==> config.mk <==
export PLATFORM = sky130hd
export DESIGN_NAME = battery_voltage_averager_unit
export DESIGN_NICKNAME = d
export VERILOG_FILES = /design/src/rtl/bva_pkg.sv /design/src/rtl/bva_arith.sv /design/src/rtl/battery_voltage_averager_unit.sv
export SDC_FILE = /design/constraint.sdc
export NUM_CORES = 1
export LEC_CHECK = 0
export BUFFER_PORTS_ARGS = -buffer_cell sky130_fd_sc_hd__buf_2
export CORE_MARGIN = 3
export CORE_UTILIZATION = 65
export CTS_CLUSTER_DIAMETER = 200
export CTS_CLUSTER_SIZE = 20
export DETAILED_ROUTE_END_ITERATION = 6
export PLACE_DENSITY = 0.88
export REMOVE_ABC_BUFFERS = 1
export SLEW_MARGIN = 20
export SYNTH_ARGS = -nofsm -noshare
export SYNTH_HDL_FRONTEND = slang
export SYNTH_SLANG_ARGS = --single-unit
==> constraint.sdc <==
create_clock -name i_clk -period 4.8 [get_ports i_clk]
set_clock_uncertainty 0.15 [all_clocks]
set_input_delay 0.24 -clock i_clk [delete_from_list [all_inputs] [get_ports i_clk]]
set_output_delay 0.24 -clock i_clk [all_outputs]
set_load 0.01 [all_outputs]
==> src/rtl/bva_pkg.sv <==
// ----------------------------------------------------------------------------
// bva_pkg
// Shared types and constants for the battery voltage averager.
// ----------------------------------------------------------------------------
package bva_pkg;

    // averaging depth: 2^AVG_LOG2 sample pairs per measurement
    localparam int AVG_LOG2 = 4;
    localparam int AVG_N    = 1 << AVG_LOG2;

    localparam int SAMPLE_W = 12;
    localparam int SUM_W    = SAMPLE_W + AVG_LOG2;
    localparam int CNT_W    = AVG_LOG2 + 1;

    // arithmetic widths
    localparam int MCAND_W  = 13;                    // 6600 and (6600*vbat)>>12
    localparam int CAL_W    = 12;
    localparam int PROD_W   = MCAND_W + SAMPLE_W;    // 25-bit products
    localparam int STEP_W   = 5;                     // iteration counter
    localparam int CACHE_W  = 15;                    // 0..32767
    localparam int MV_W     = 16;

    localparam logic [MCAND_W-1:0] FULL_SCALE_X2 = 13'd6600;
    localparam logic [CACHE_W-1:0] MV_MAX        = 15'h7FFF;
    localparam logic [CACHE_W-1:0] LOW_LIMIT_MV  = 15'd100;

    // APB register map
    localparam int ADDR_W = 4;
    localparam logic [1:0] REG_OFFSET   = 2'd0;
    localparam logic [1:0] REG_CAL      = 2'd1;
    localparam logic [1:0] REG_INTERVAL = 2'd2;

    localparam logic [MV_W-1:0]  OFFSET_RST   = 16'd0;
    localparam logic [CAL_W-1:0] CAL_RST      = 12'd1530;
    localparam logic [31:0]      INTERVAL_RST = 32'd5000;

    typedef enum logic [1:0] {
        MODE_TICK   = 2'd0,
        MODE_SAMPLE = 2'd1,
        MODE_READ   = 2'd2
    } t_mode;

    typedef struct packed {
        logic busy;
        logic done;
    } t_arith_status;

endpackage

==> src/rtl/bva_arith.sv <==
// ----------------------------------------------------------------------------
// bva_arith
// Bit-serial millivolt computation: ((6600*vbat)>>12)*cal / vref, saturated.
// ----------------------------------------------------------------------------
module bva_arith
    import bva_pkg::*;
(
    input  logic                i_clk,
    input  logic                i_rst_n,
    input  logic                i_start,
    input  logic [SAMPLE_W-1:0] i_ref_avg,
    input  logic [SAMPLE_W-1:0] i_bat_avg,
    input  logic [CAL_W-1:0]    i_cal,
    output t_arith_status       o_status,
    output logic [CACHE_W-1:0]  o_mv
);

    typedef enum logic [2:0] {
        ST_IDLE,
        ST_MUL_BAT,
        ST_MUL_CAL,
        ST_DIV,
        ST_DONE
    } t_state;

    localparam logic [STEP_W-1:0] MUL_TOP = STEP_W'(SAMPLE_W - 1);
    localparam logic [STEP_W-1:0] DIV_TOP = STEP_W'(PROD_W - 1);

    t_state               r_state, n_state;
    logic [STEP_W-1:0]    r_cnt, n_cnt;
    logic [PROD_W-1:0]    r_acc, n_acc;       // product, then dividend/quotient
    logic [MCAND_W-1:0]   r_mcand, n_mcand;
    logic [SAMPLE_W-1:0]  r_mplier, n_mplier;
    logic [SAMPLE_W-1:0]  r_div, n_div;
    logic [SAMPLE_W-1:0]  r_rem, n_rem;
    logic [CAL_W-1:0]     r_cal, n_cal;
    logic [CACHE_W-1:0]   r_mv, n_mv;

    logic [PROD_W-1:0]    mul_sum;
    logic [SAMPLE_W:0]    trial;
    logic [SAMPLE_W:0]    diff;
    logic                 ge;
    logic [PROD_W-1:0]    quo_next;

    // MSB-first shift-add, one multiplier bit per cycle
    assign mul_sum = {r_acc[PROD_W-2:0], 1'b0}
                   + (r_mplier[SAMPLE_W-1] ? PROD_W'(r_mcand) : '0);

    // restoring division, one quotient bit per cycle
    assign trial    = {r_rem, r_acc[PROD_W-1]};
    assign ge       = trial >= {1'b0, r_div};
    assign diff     = trial - {1'b0, r_div};
    assign quo_next = {r_acc[PROD_W-2:0], ge};

    always_comb begin
        n_state  = r_state;
        n_cnt    = r_cnt;
        n_acc    = r_acc;
        n_mcand  = r_mcand;
        n_mplier = r_mplier;
        n_div    = r_div;
        n_rem    = r_rem;
        n_cal    = r_cal;
        n_mv     = r_mv;
        case (r_state)
            ST_IDLE: begin
                if (i_start) begin
                    n_state  = ST_MUL_BAT;
                    n_cnt    = MUL_TOP;
                    n_acc    = '0;
                    n_mcand  = FULL_SCALE_X2;
                    n_mplier = i_bat_avg;
                    n_div    = i_ref_avg;
                    n_cal    = i_cal;
                end
            end
            ST_MUL_BAT: begin
                n_acc    = mul_sum;
                n_mplier = {r_mplier[SAMPLE_W-2:0], 1'b0};
                n_cnt    = r_cnt - 1'b1;
                if (r_cnt == '0) begin
                    // >>12 of the first product becomes the next multiplicand
                    n_state  = ST_MUL_CAL;
                    n_cnt    = MUL_TOP;
                    n_acc    = '0;
                    n_mcand  = mul_sum[PROD_W-1:PROD_W-MCAND_W];
                    n_mplier = r_cal;
                end
            end
            ST_MUL_CAL: begin
                n_acc    = mul_sum;
                n_mplier = {r_mplier[SAMPLE_W-2:0], 1'b0};
                n_cnt    = r_cnt - 1'b1;
                if (r_cnt == '0) begin
                    n_state = ST_DIV;
                    n_cnt   = DIV_TOP;
                    n_rem   = '0;
                end
            end
            ST_DIV: begin
                // zero divisor yields an all-ones quotient, which saturates
                n_acc = quo_next;
                n_rem = ge ? diff[SAMPLE_W-1:0] : trial[SAMPLE_W-1:0];
                n_cnt = r_cnt - 1'b1;
                if (r_cnt == '0) begin
                    n_state = ST_DONE;
                    n_mv    = (|quo_next[PROD_W-1:CACHE_W]) ? MV_MAX
                                                            : quo_next[CACHE_W-1:0];
                end
            end
            ST_DONE: begin
                n_state = ST_IDLE;
            end
            default: begin
                n_state = ST_IDLE;
            end
        endcase
    end

    always_ff @(posedge i_clk) begin
        if (!i_rst_n) begin
            r_state <= ST_IDLE;
            r_cnt   <= '0;
        end else begin
            r_state <= n_state;
            r_cnt   <= n_cnt;
        end
        r_acc    <= n_acc;
        r_mcand  <= n_mcand;
        r_mplier <= n_mplier;
        r_div    <= n_div;
        r_rem    <= n_rem;
        r_cal    <= n_cal;
        r_mv     <= n_mv;
    end

    assign o_status.busy = (r_state != ST_IDLE);
    assign o_status.done = (r_state == ST_DONE);
    assign o_mv          = r_mv;

    a_start_idle: assert property (@(posedge i_clk) disable iff (!i_rst_n)
        i_start |-> r_state == ST_IDLE)
        else $error("start while arithmetic unit busy");

    a_start_load: assert property (@(posedge i_clk) disable iff (!i_rst_n)
        i_start |=> r_state == ST_MUL_BAT && r_cnt == MUL_TOP)
        else $error("start did not launch the first multiply");

    a_done_pulse: assert property (@(posedge i_clk) disable iff (!i_rst_n)
        r_state == ST_DONE |=> r_state == ST_IDLE)
        else $error("done held longer than one cycle");

endmodule

==> src/rtl/battery_voltage_averager_unit.sv <==
// ----------------------------------------------------------------------------
// battery_voltage_averager_unit
// Averages reference/battery sample pairs and serves millivolt readings.
// ----------------------------------------------------------------------------
// Input stream (s_axis): tuser carries the item kind (tick, sample pair,
// read), tdata the two 12-bit conversions. Only a read produces a
// transaction on the output stream (m_axis): millivolts and a due flag.
// Registers offset, calibration and interval sit on the APB port.
// A tick, a read, or a sample pair that does not complete an average leaves
// the arithmetic unit idle; a read result appears in the output register the
// cycle after acceptance. The pair that completes an average starts the
// bit-serial arithmetic unit: two shift-add multiplies, a restoring divide
// and a finishing state, and no next item is taken until it is done. That
// unit sets the worst-case rate.
// Reset loads the register defaults, clears sums and cache and marks a
// measurement as due. When the receiver stalls, the result waits in the
// output register and the input stream stalls too; the next transaction of
// any kind is taken once the output register is free or being drained.
// ----------------------------------------------------------------------------
module battery_voltage_averager_unit
    import bva_pkg::*;
(
    input  logic              i_clk,
    input  logic              i_rst_n,
    // input stream
    input  logic              s_axis_tvalid,
    output logic              s_axis_tready,
    input  logic [23:0]       s_axis_tdata,   // [11:0] vref_sample, [23:12] vbat_sample
    input  logic [1:0]        s_axis_tuser,   // [1:0] mode
    // output stream
    output logic              m_axis_tvalid,
    input  logic              m_axis_tready,
    output logic [23:0]       m_axis_tdata,   // [15:0] battery_mv, [16] measure_due, pad
    // configuration
    input  logic              psel,
    input  logic              penable,
    input  logic              pwrite,
    input  logic [ADDR_W-1:0] paddr,
    input  logic [31:0]       pwdata,
    output logic [31:0]       prdata,
    output logic              pready
);

    localparam logic [CNT_W-1:0] LAST_PAIR = CNT_W'(AVG_N - 1);

    logic [MV_W-1:0]     r_offset;
    logic [CAL_W-1:0]    r_cal;
    logic [31:0]         r_interval;
    logic [SUM_W-1:0]    r_ref_sum, r_bat_sum;
    logic [CNT_W-1:0]    r_pair_count;
    logic [CACHE_W-1:0]  r_cached;
    logic [31:0]         r_elapsed;
    logic                r_out_valid;
    logic [23:0]         r_out_data;

    t_mode               mode;
    logic                s_acc;
    logic                cfg_wr;
    logic [SUM_W-1:0]    ref_total, bat_total;
    logic                avg_start;
    t_arith_status       arith_st;
    logic [CACHE_W-1:0]  arith_mv;
    logic [MV_W:0]       adj_sum;
    logic [MV_W-1:0]     read_mv;
    logic                due;

    assign mode          = t_mode'(s_axis_tuser);
    assign s_axis_tready = !arith_st.busy && (!r_out_valid || m_axis_tready);
    assign s_acc         = s_axis_tvalid && s_axis_tready;
    assign pready        = 1'b1;
    assign cfg_wr        = psel && penable && pwrite && pready;

    assign ref_total = r_ref_sum + SUM_W'(s_axis_tdata[SAMPLE_W-1:0]);
    assign bat_total = r_bat_sum + SUM_W'(s_axis_tdata[2*SAMPLE_W-1:SAMPLE_W]);
    assign avg_start = s_acc && (mode == MODE_SAMPLE) && (r_pair_count == LAST_PAIR);

    bva_arith u_arith (
        .i_clk     (i_clk),
        .i_rst_n   (i_rst_n),
        .i_start   (avg_start),
        .i_ref_avg (ref_total[SUM_W-1:AVG_LOG2]),
        .i_bat_avg (bat_total[SUM_W-1:AVG_LOG2]),
        .i_cal     (r_cal),
        .o_status  (arith_st),
        .o_mv      (arith_mv)
    );

    // cached value plus signed offset, saturated to 16 bits; a cache below LOW_LIMIT_MV reads all ones
    assign adj_sum = {2'b00, r_cached} + {r_offset[MV_W-1], r_offset};
    always_comb begin
        if (r_cached < LOW_LIMIT_MV) begin
            read_mv = '1;
        end else if (adj_sum[MV_W] != adj_sum[MV_W-1]) begin
            read_mv = adj_sum[MV_W] ? {1'b1, {(MV_W-1){1'b0}}} : {1'b0, MV_MAX};
        end else begin
            read_mv = adj_sum[MV_W-1:0];
        end
    end
    assign due = (r_elapsed >= r_interval);

    always_comb begin
        case (paddr[3:2])
            REG_OFFSET:   prdata = {{16{r_offset[MV_W-1]}}, r_offset};
            REG_CAL:      prdata = {20'd0, r_cal};
            REG_INTERVAL: prdata = r_interval;
            default:      prdata = '0;
        endcase
    end

    always_ff @(posedge i_clk) begin
        if (!i_rst_n) begin
            r_offset     <= OFFSET_RST;
            r_cal        <= CAL_RST;
            r_interval   <= INTERVAL_RST;
            r_ref_sum    <= '0;
            r_bat_sum    <= '0;
            r_pair_count <= '0;
            r_cached     <= '0;
            r_elapsed    <= '1;
            r_out_valid  <= 1'b0;
        end else begin
            if (cfg_wr) begin
                case (paddr[3:2])
                    REG_OFFSET:   r_offset   <= pwdata[MV_W-1:0];
                    REG_CAL:      r_cal      <= pwdata[CAL_W-1:0];
                    REG_INTERVAL: r_interval <= pwdata;
                    default:      ;
                endcase
            end

            if (arith_st.done) begin
                r_cached <= arith_mv;
            end

            if (s_acc && mode == MODE_READ) begin
                r_out_valid <= 1'b1;
            end else if (m_axis_tready) begin
                r_out_valid <= 1'b0;
            end

            if (s_acc) begin
                case (mode)
                    MODE_TICK: begin
                        if (r_elapsed != '1) begin
                            r_elapsed <= r_elapsed + 32'd1;
                        end
                    end
                    MODE_SAMPLE: begin
                        if (avg_start) begin
                            r_ref_sum    <= '0;
                            r_bat_sum    <= '0;
                            r_pair_count <= '0;
                            r_elapsed    <= '0;
                        end else begin
                            r_ref_sum    <= ref_total;
                            r_bat_sum    <= bat_total;
                            r_pair_count <= r_pair_count + 1'b1;
                        end
                    end
                    MODE_READ: ;
                    default: ;
                endcase
            end
        end
        if (s_acc && mode == MODE_READ) begin
            r_out_data <= {7'd0, due, read_mv};
        end
    end

    assign m_axis_tvalid = r_out_valid;
    assign m_axis_tdata  = r_out_data;

    a_busy_stall: assert property (@(posedge i_clk) disable iff (!i_rst_n)
        arith_st.busy |-> !s_axis_tready)
        else $error("input taken while arithmetic unit busy");

    a_pair_range: assert property (@(posedge i_clk) disable iff (!i_rst_n)
        !arith_st.busy |-> r_pair_count <= LAST_PAIR)
        else $error("pair count beyond averaging depth");

    a_avg_restart: assert property (@(posedge i_clk) disable iff (!i_rst_n)
        avg_start |=> arith_st.busy && r_elapsed == '0 && r_pair_count == '0)
        else $error("completed average did not restart measurement");

    a_read_result: assert property (@(posedge i_clk) disable iff (!i_rst_n)
        (s_acc && mode == MODE_READ) |=> m_axis_tvalid)
        else $error("read transaction produced no result");

endmodule

==> out/metrics.csv, run 1 <==
stage;metric;value;unit
global_route;grt_pass1_wl;61300;um
die;die_y;161;um
timing;report.final.slew_viol_count;0;
global_route;overflow;0;
final_layout;area_delta_synth_final;10.2;%
placed_design;dpl_cell_area;16400;sq um
worst_setup_path;r2r-start;u_arith.r_mplier[11];
routing;wire_per_inst;17.8;um
worst_setup_path;rrSetupSlack;1.29;ns
clock_network;cts_tree;yes;
routing;drt_pass1_iterations;5;
final_layout;finish.instance_area;17200;sq um
logic_synthesis;dominantRegCellSynth;dfxtp_1;
timing;setup_slack;1.29;ns
clock_network;insertion_delay;0.50;ns
hold_path;hp-class;in2reg;
worst_setup_path;critPathLaunchType;flop;
worst_setup_path;path_max_fanout;13;
worst_setup_path;worstSetupEndpoint;u_arith.r_acc[15];
worst_setup_path;worstPathRequired;4.91;ns
worst_setup_path;cp-startpoint;u_arith.r_mplier[11];
routing;vias;13200;
job;cap_viol_max_count;0;
placed_design;port_buffers;117;
worst_setup_path;critPathSlowestCell;edfxtp_1;
logic_synthesis;ys_seq_area_share;42.3;%
die;fp.coreArea;23500;sq um
routing;drc;0;
die;fp.dieW;161;um
logic_synthesis;yosys_warnings;0;
global_route;grt_max_degree;118;
power_and_ir_drop;report.power.total;4.77;mW
power_and_ir_drop;power.leakage;6.69;nW
global_route;grt_pass1_vias;12500;
placed_design;dpl.hpwl;26200;um
clock_network;cts_buffers;17;
power_and_ir_drop;ir_worst_vdd;0.345;mV
die;ios;128;
run_status;status;finished clean;
routing;drt_wl_total;38000;um
final_layout;layout-drive-gt1-share;11.3;%
die;dieArea;25900;sq um
clock_network;cts_max_level;1;
logic_synthesis;synth_cells;1707;
die;start_util;66.3;%
logic_synthesis;synthArstFlopShare;0;%
logic_synthesis;synth_area;15600;sq um
logic_synthesis;syn_area_per_cell;9.15;sq um
timing;period_needed;3.51;ns
placed_design;pre_cts_ws;1.37;ns
routing;postRouteAntennaNets;0;
worst_setup_path;r2r_end;u_arith.r_acc[15];
clock_network;cts_root_buf;clkbuf_16;
timing;rsz0062_at_grt;false;
clock_network;post_cts_buffers;0;
logic_synthesis;synth.distinct_cells;90;
timing;fmax;0.285;GHz
worst_setup_path;cp_cell_sequence;and2_1 -> ha_1 -> inv_1 -> fa_1 -> nand2b_1 -> a211oi_2 -> o2111ai_1 -> a31oi_4 -> and3_1 -> o21ai_0 -> a22o_1;
routing;via_per_inst;6.17;
timing;setup_violations;0;
worst_setup_path;critical-path-max-stage-delay;0.59;ns
final_layout;nets;1984;
worst_setup_path;end_kind;flop;
worst_setup_path;worstPathArrival;3.62;ns
placed_design;gp_congestion;0.924;
global_route;grt_usage;28.4;%
clock_network;cts.sinks;271;
power_and_ir_drop;p_per_area;277;nW/um^2
worst_setup_path;r2r_cells;11;
clock_network;clk_path_buf_depth;3;
die;rows;56;
logic_synthesis;synth-seq-cells;271;
worst_setup_path;path_class;reg2reg;
global_route;antenna_found_initial;0;
timing;worst_pin_slew;1.05;ns
timing;setup_tns;0;ns
routing;drtIter0Drc;1186;
final_layout;fin_util;73.1;%
timing;fin_crit_sh;73.1;%
clock_network;path_clk_slew;0.09;ns
timing;relSlewSlack;29.9;%
logic_synthesis;synth_edf_count;118;
timing;hold_viol;0;
-- where the power goes --
| part | total, mW | internal [mW] | switching [mW] |
|---|---|---|---|
| Sequential | 2.56 | 2.48 | 0.0785 |
| Combinational | 0.771 | 0.322 | 0.449 |
| Clock | 1.44 | 0.675 | 0.763 |
-- critical path, delay by kind of cell (launching register included) --
kind	cells	cell delay (ns)
AOI/OAI and AO/OA	5	1.23
adders and majority gates	2	0.55
buffers and inverters	1	0.06
DFF	1	0.59
and+or+nand+nor	3	0.68
-- what timing repair did --
item	CTS	global route
hold buffers	34	0
hold endpoints to repair	63	0
setup endpoints to repair	0	0
resized for setup	0	0
-- worst min-delay path by stage --
stage / endpoint / startpoint / slack, ns / depth (start not counted)
finish: r_ref_sum[0] / s_axis_tdata[0] / 0.07 / 5
global route: m_axis_tdata[16] / s_axis_tuser[1] / 0.09 / 2
CTS: r_ref_sum[0] / s_axis_tdata[0] / 0.06 / 5
detailed placement: u_arith.r_cal[2] / r_cal[2] / 0.31 / 0
global placement: r_ref_sum[9] / r_ref_sum[9] / 0.30 / 2
floorplan: r_cal[10] / i_rst_n / 0.16 / 1
-- final cells by class --
| type | instances | area [sq um] |
|---|---|---|
| inverters | 68 | 255 |
| well taps | 319 | 399 |
| clock inverters | 1 | 11.3 |
| flip-flops and latches | 271 | 6610 |
| multi-input cells | 1289 | 8440 |
| diodes | 1 | 2.50 |
| repair buffers | 164 | 1040 |
| fillers | 1678 | 6330 |
| clock buffers | 28 | 467 |
-- per-layer routing --
layer | vias up | GRT usage (%) | routed length, um | part of all wire, %
met5 | - | 0 | 0 | 0
li1 | 6274 | - | - | -
met4 | 0 | 9.19 | 1140 | 3.0
met2 | 524 | 48.6 | 18400 | 48
met1 | 6326 | 37.6 | 15800 | 42
met3 | 80 | 3.92 | 2740 | 7.2
-- registers in the layout, summed over array words and instances, names as in the netlist, 12 cells and up --
name              count
r_cached             15
r_bat_sum            16
u_arith.r_mplier     12
u_arith.r_cal        12
u_arith.r_mcand      13
r_cal                12
r_elapsed            32
r_ref_sum            16
m_axis_tdata         17
r_interval           32
u_arith.o_mv         15
u_arith.r_div        12
u_arith.r_rem        12
r_offset             16
u_arith.r_acc        25
-- cell usage in the layout, fill, tap and decap left out, types with 21 or more instances in the layout --
| cell | n |
|---|---|
| nand2_1 | 259 |
| and2_1 | 27 |
| xnor2_1 | 48 |
| nor2b_1 | 29 |
| edfxtp_1 | 118 |
| dfxtp_1 | 153 |
| inv_1 | 68 |
| a21oi_1 | 62 |
| buf_2 | 116 |
| nand3_1 | 55 |
| dlygate4sd3_1 | 34 |
| a21boi_0 | 73 |
| mux2i_1 | 21 |
| nor2_1 | 88 |
| a21o_1 | 44 |
| o21ai_0 | 130 |
| xor2_1 | 44 |
| ha_1 | 99 |
-- stage by stage --
stage / std cells / hold slack (ns)
floorplan: 1628 / 0.162
global placement: 2077 / 0.303
detailed placement: 2077 / 0.307
CTS: 2140 / 0.0601
global route: 2140 / 0.0909
finish: 2141 / 0.0698
-- kinds of logic after synthesis --
| kind of cell | Yosys count | share of synthesized area, % |
|---|---|---|
| simple gates | 606 | 18.9 |
| compound gates | 458 | 19.6 |
| flops | 271 | 42.3 |
| buf+inv | 153 | 4.05 |
| fa+ha+maj | 104 | 8.57 |
| xor+xnor | 92 | 5.16 |
| mux | 21 | 1.35 |
| other cells | 2 | 0.0481 |
-- Yosys cell counts, types with 10 or more instances --
cell,count,area [sq um]
and3_1,18,113
a21oi_1,63,315
inv_1,68,255
edfxtp_1,118,3540
nor2_1,89,334
a21boi_0,73,548
o21ai_0,130,651
o211ai_1,11,82.6
buf_4,11,82.6
ha_1,99,1240
nand4_1,19,119
clkbuf_1,62,233
a31oi_1,14,87.6
nand2_1,259,972
or2_2,18,113
mux2i_1,21,210
a211oi_1,14,105
a22oi_1,16,120
o31ai_1,10,75.1
nand3_1,55,275
nand2b_1,15,93.8
dfxtp_1,153,3060
xor2_1,44,385
nor2b_1,30,188
xnor2_1,48,420
o21a_1,12,90.1
and2_1,27,169
nor3_1,17,85.1
a21o_1,44,330
o21ai_1,12,60.1
Note: power is estimated with default switching activity, not from simulation.
==> inputs of run 2 (changes only) <==
Settings changed: CORE_UTILIZATION 65 to 61, PLACE_DENSITY 0.88 to 0.83.
Clock period 4.8 ns to 3.3 ns, I/O delays scaled along.
==> run 2 against run 1 <==
Effect of this change: register-to-register slack got worse by 1.1 ns; die area grew 6.3%; hold slack worse by 0.025 ns; clock power grew 46%; final cell count is 1.4% higher; first-iteration DRC count down 5.8%; design area is 1.4% higher; utilization decreased by 2.6 points; flip-flop and latch count unchanged; count of clock-buffer cells in the layout fell by 1; combinational power increased by 50%; worst setup slack lost 1.1 ns; highest routed layer unchanged.
==> out/metrics.csv, run 2 (same netlist as run 1, synthesis figures left out) <==
stage;metric;value;unit
clock_network;cts.sinks;271;
routing;vias;13000;
final_layout;area_delta_synth_final;11.8;%
global_route;antenna_found_initial;1;
final_layout;largest_registers;r_elapsed: 32 flops, r_interval: 32 flops, u_arith.r_acc: 25 flops;
die;ios;128;
global_route;grt_usage;26.3;%
clock_network;insertion_delay;0.50;ns
routing;drc;0;
worst_setup_path;worstPathArrival;3.18;ns
clock_network;cts_buffers;17;
final_layout;final_common_cell;nand2_1;
worst_setup_path;r2r_cells;11;
global_route;overflow;0;
die;fp.dieW;166;um
final_layout;layout-drive-gt1-share;12.6;%
routing;via_per_inst;5.98;
global_route;grt_max_degree;79;
worst_setup_path;worstPathRequired;3.41;ns
global_route;grt_pass1_vias;12500;
timing;relSlewSlack;25.4;%
timing;worst_pin_slew;1.12;ns
clock_network;path_clk_slew;0.08;ns
timing;hold_viol;0;
placed_design;gp_congestion;0.927;
clock_network;cts_tree;yes;
power_and_ir_drop;power.leakage;6.83;nW
worst_setup_path;path_class;reg2reg;
power_and_ir_drop;p_per_area;399;nW/um^2
placed_design;dp.cells;2102;
placed_design;port_buffers;117;
power_and_ir_drop;pwr-share-seq;53.3;%
power_and_ir_drop;switching_power;1.90;mW
final_layout;final_cell_mix;nand2_1 (259), dfxtp_1 (153), o21ai_0 (130);
worst_setup_path;end_kind;flop;
timing;period_needed;3.07;ns
timing;setup_tns;0;ns
timing;fmax;0.325;GHz
timing;rsz0062_at_grt;false;
hold_path;hp-class;in2reg;
power_and_ir_drop;swShare;27.2;%
worst_setup_path;r2r-start;u_arith.r_mplier[11];
run_status;status;finished clean;
worst_setup_path;r2r_end;u_arith.r_acc[15];
die;start_util;63.1;%
placed_design;dpl.hpwl;26800;um
die;rows;57;
hold_path;holdCritStartpoint;s_axis_tvalid;
die;die_y;166;um
routing;wire_per_inst;17.5;um
hold_path;min_to;m_axis_tvalid;
final_layout;nets;2011;
timing;setup_violations;0;
power_and_ir_drop;pwr-share-comb;16.6;%
power_and_ir_drop;ir_worst_vdd;0.451;mV
clock_network;clk_path_buf_depth;3;
final_layout;stdcell_count;2172;
clock_network;cts_root_buf;clkbuf_16;
timing;fin_crit_sh;93.2;%
routing;drt_pass1_iterations;7;
routing;drt_wl_total;38100;um
timing;hold-worst-slack;0.0444;ns
job;cap_viol_max_count;0;
worst_setup_path;rrSetupSlack;0.23;ns
die;dieArea;27600;sq um
hold_path;holdPathStages;4;
worst_setup_path;critPathLaunchType;flop;
die;fp.coreArea;24700;sq um
power_and_ir_drop;p_int;5.08;mW
power_and_ir_drop;pwr-share-clk;30.1;%
worst_setup_path;path_max_fanout;4;
timing;report.final.slew_viol_count;0;
final_layout;fillers;1859;
global_route;grt_pass1_wl;61400;um
clock_network;cts_max_level;1;
routing;postRouteAntennaNets;0;
routing;drtIter0Drc;1117;
## run 2: power groups by stage
stage	Clock [mW]	Sequential [mW]	Combinational, mW
2_1_floorplan	0	3.76	0.766
3_3_place_gp	0	3.79	1.05
3_5_place_dp	0	3.79	1.09
4_1_cts	2.13	3.71	1.13
5_1_grt	2.24	3.73	1.28
6_report	2.10	3.72	1.16
## run 2: worst max path at each step
stage / start / endpoint / slack, ns / depth (start not counted)
2_1_floorplan: u_arith.r_mplier[11] / u_arith.r_acc[15] / 0.29 / 11
3_3_place_gp: u_arith.r_mplier[11] / u_arith.r_acc[17] / 0.29 / 12
3_5_place_dp: u_arith.r_mplier[11] / u_arith.r_acc[15] / 0.16 / 11
4_1_cts: u_arith.r_mplier[11] / u_arith.r_acc[15] / 0.14 / 11
5_1_grt: u_arith.r_mplier[11] / u_arith.r_acc[17] / 0.06 / 12
6_report: u_arith.r_mplier[11] / u_arith.r_acc[15] / 0.23 / 11
## run 2: critical path, stage by stage (launching register included)
cell       delay [ns]
edfxtp_1         0.34
and2_1           0.13
ha_1             0.19
inv_1            0.07
fa_1             0.40
nand2b_4         0.19
a211oi_4         0.27
o2111ai_2        0.22
a31oi_4          0.29
and3_4           0.24
o21ai_0          0.09
a22o_1           0.26
## run 2: layer usage
metal	GRT usage, %	routed length, um	part of all wire, %	vias to the layer above
met2	43.7	17800	47	450
met3	3.24	2390	6.3	72
met1	36.3	16700	44	6148
met5	0	0	0	-
met4	8.32	1160	3.0	0
li1	-	-	-	6309
## run 2: area by class of cell
type / instances / area (sq um) / share of cell area [%]
multi-input combinational: 1289 / 8450 / 48.4
sequential: 271 / 6610 / 37.8
timing repair buffer: 191 / 1260 / 7.22
clock buffer: 27 / 463 / 2.65
tap: 324 / 405 / 2.32
inverter: 68 / 255 / 1.46
clock inverter: 1 / 11.3 / 0.0645
antenna: 1 / 2.50 / 0.0143
## run 2: what timing repair did
action                     4_1_cts  5_1_grt
hold buffers                    37        0
gates resized for setup          0        6
setup endpoints to repair        0        3
buffers inserted                 0        4
hold endpoints to repair        64        0
## run 2: through the flow
stage / total power [mW] / worst slack, ns / instance area, sq um / util, %
6_report: 6.97 / 0.225 / 17500 / 70.5
4_1_cts: 6.98 / 0.135 / 17400 / 70.3
5_1_grt: 7.26 / 0.0628 / 17500 / 70.5
2_1_floorplan: 4.53 / 0.292 / 15300 / -
3_5_place_dp: 4.88 / 0.161 / 16600 / 66.9
3_3_place_gp: 4.83 / 0.287 / 16600 / 66.9
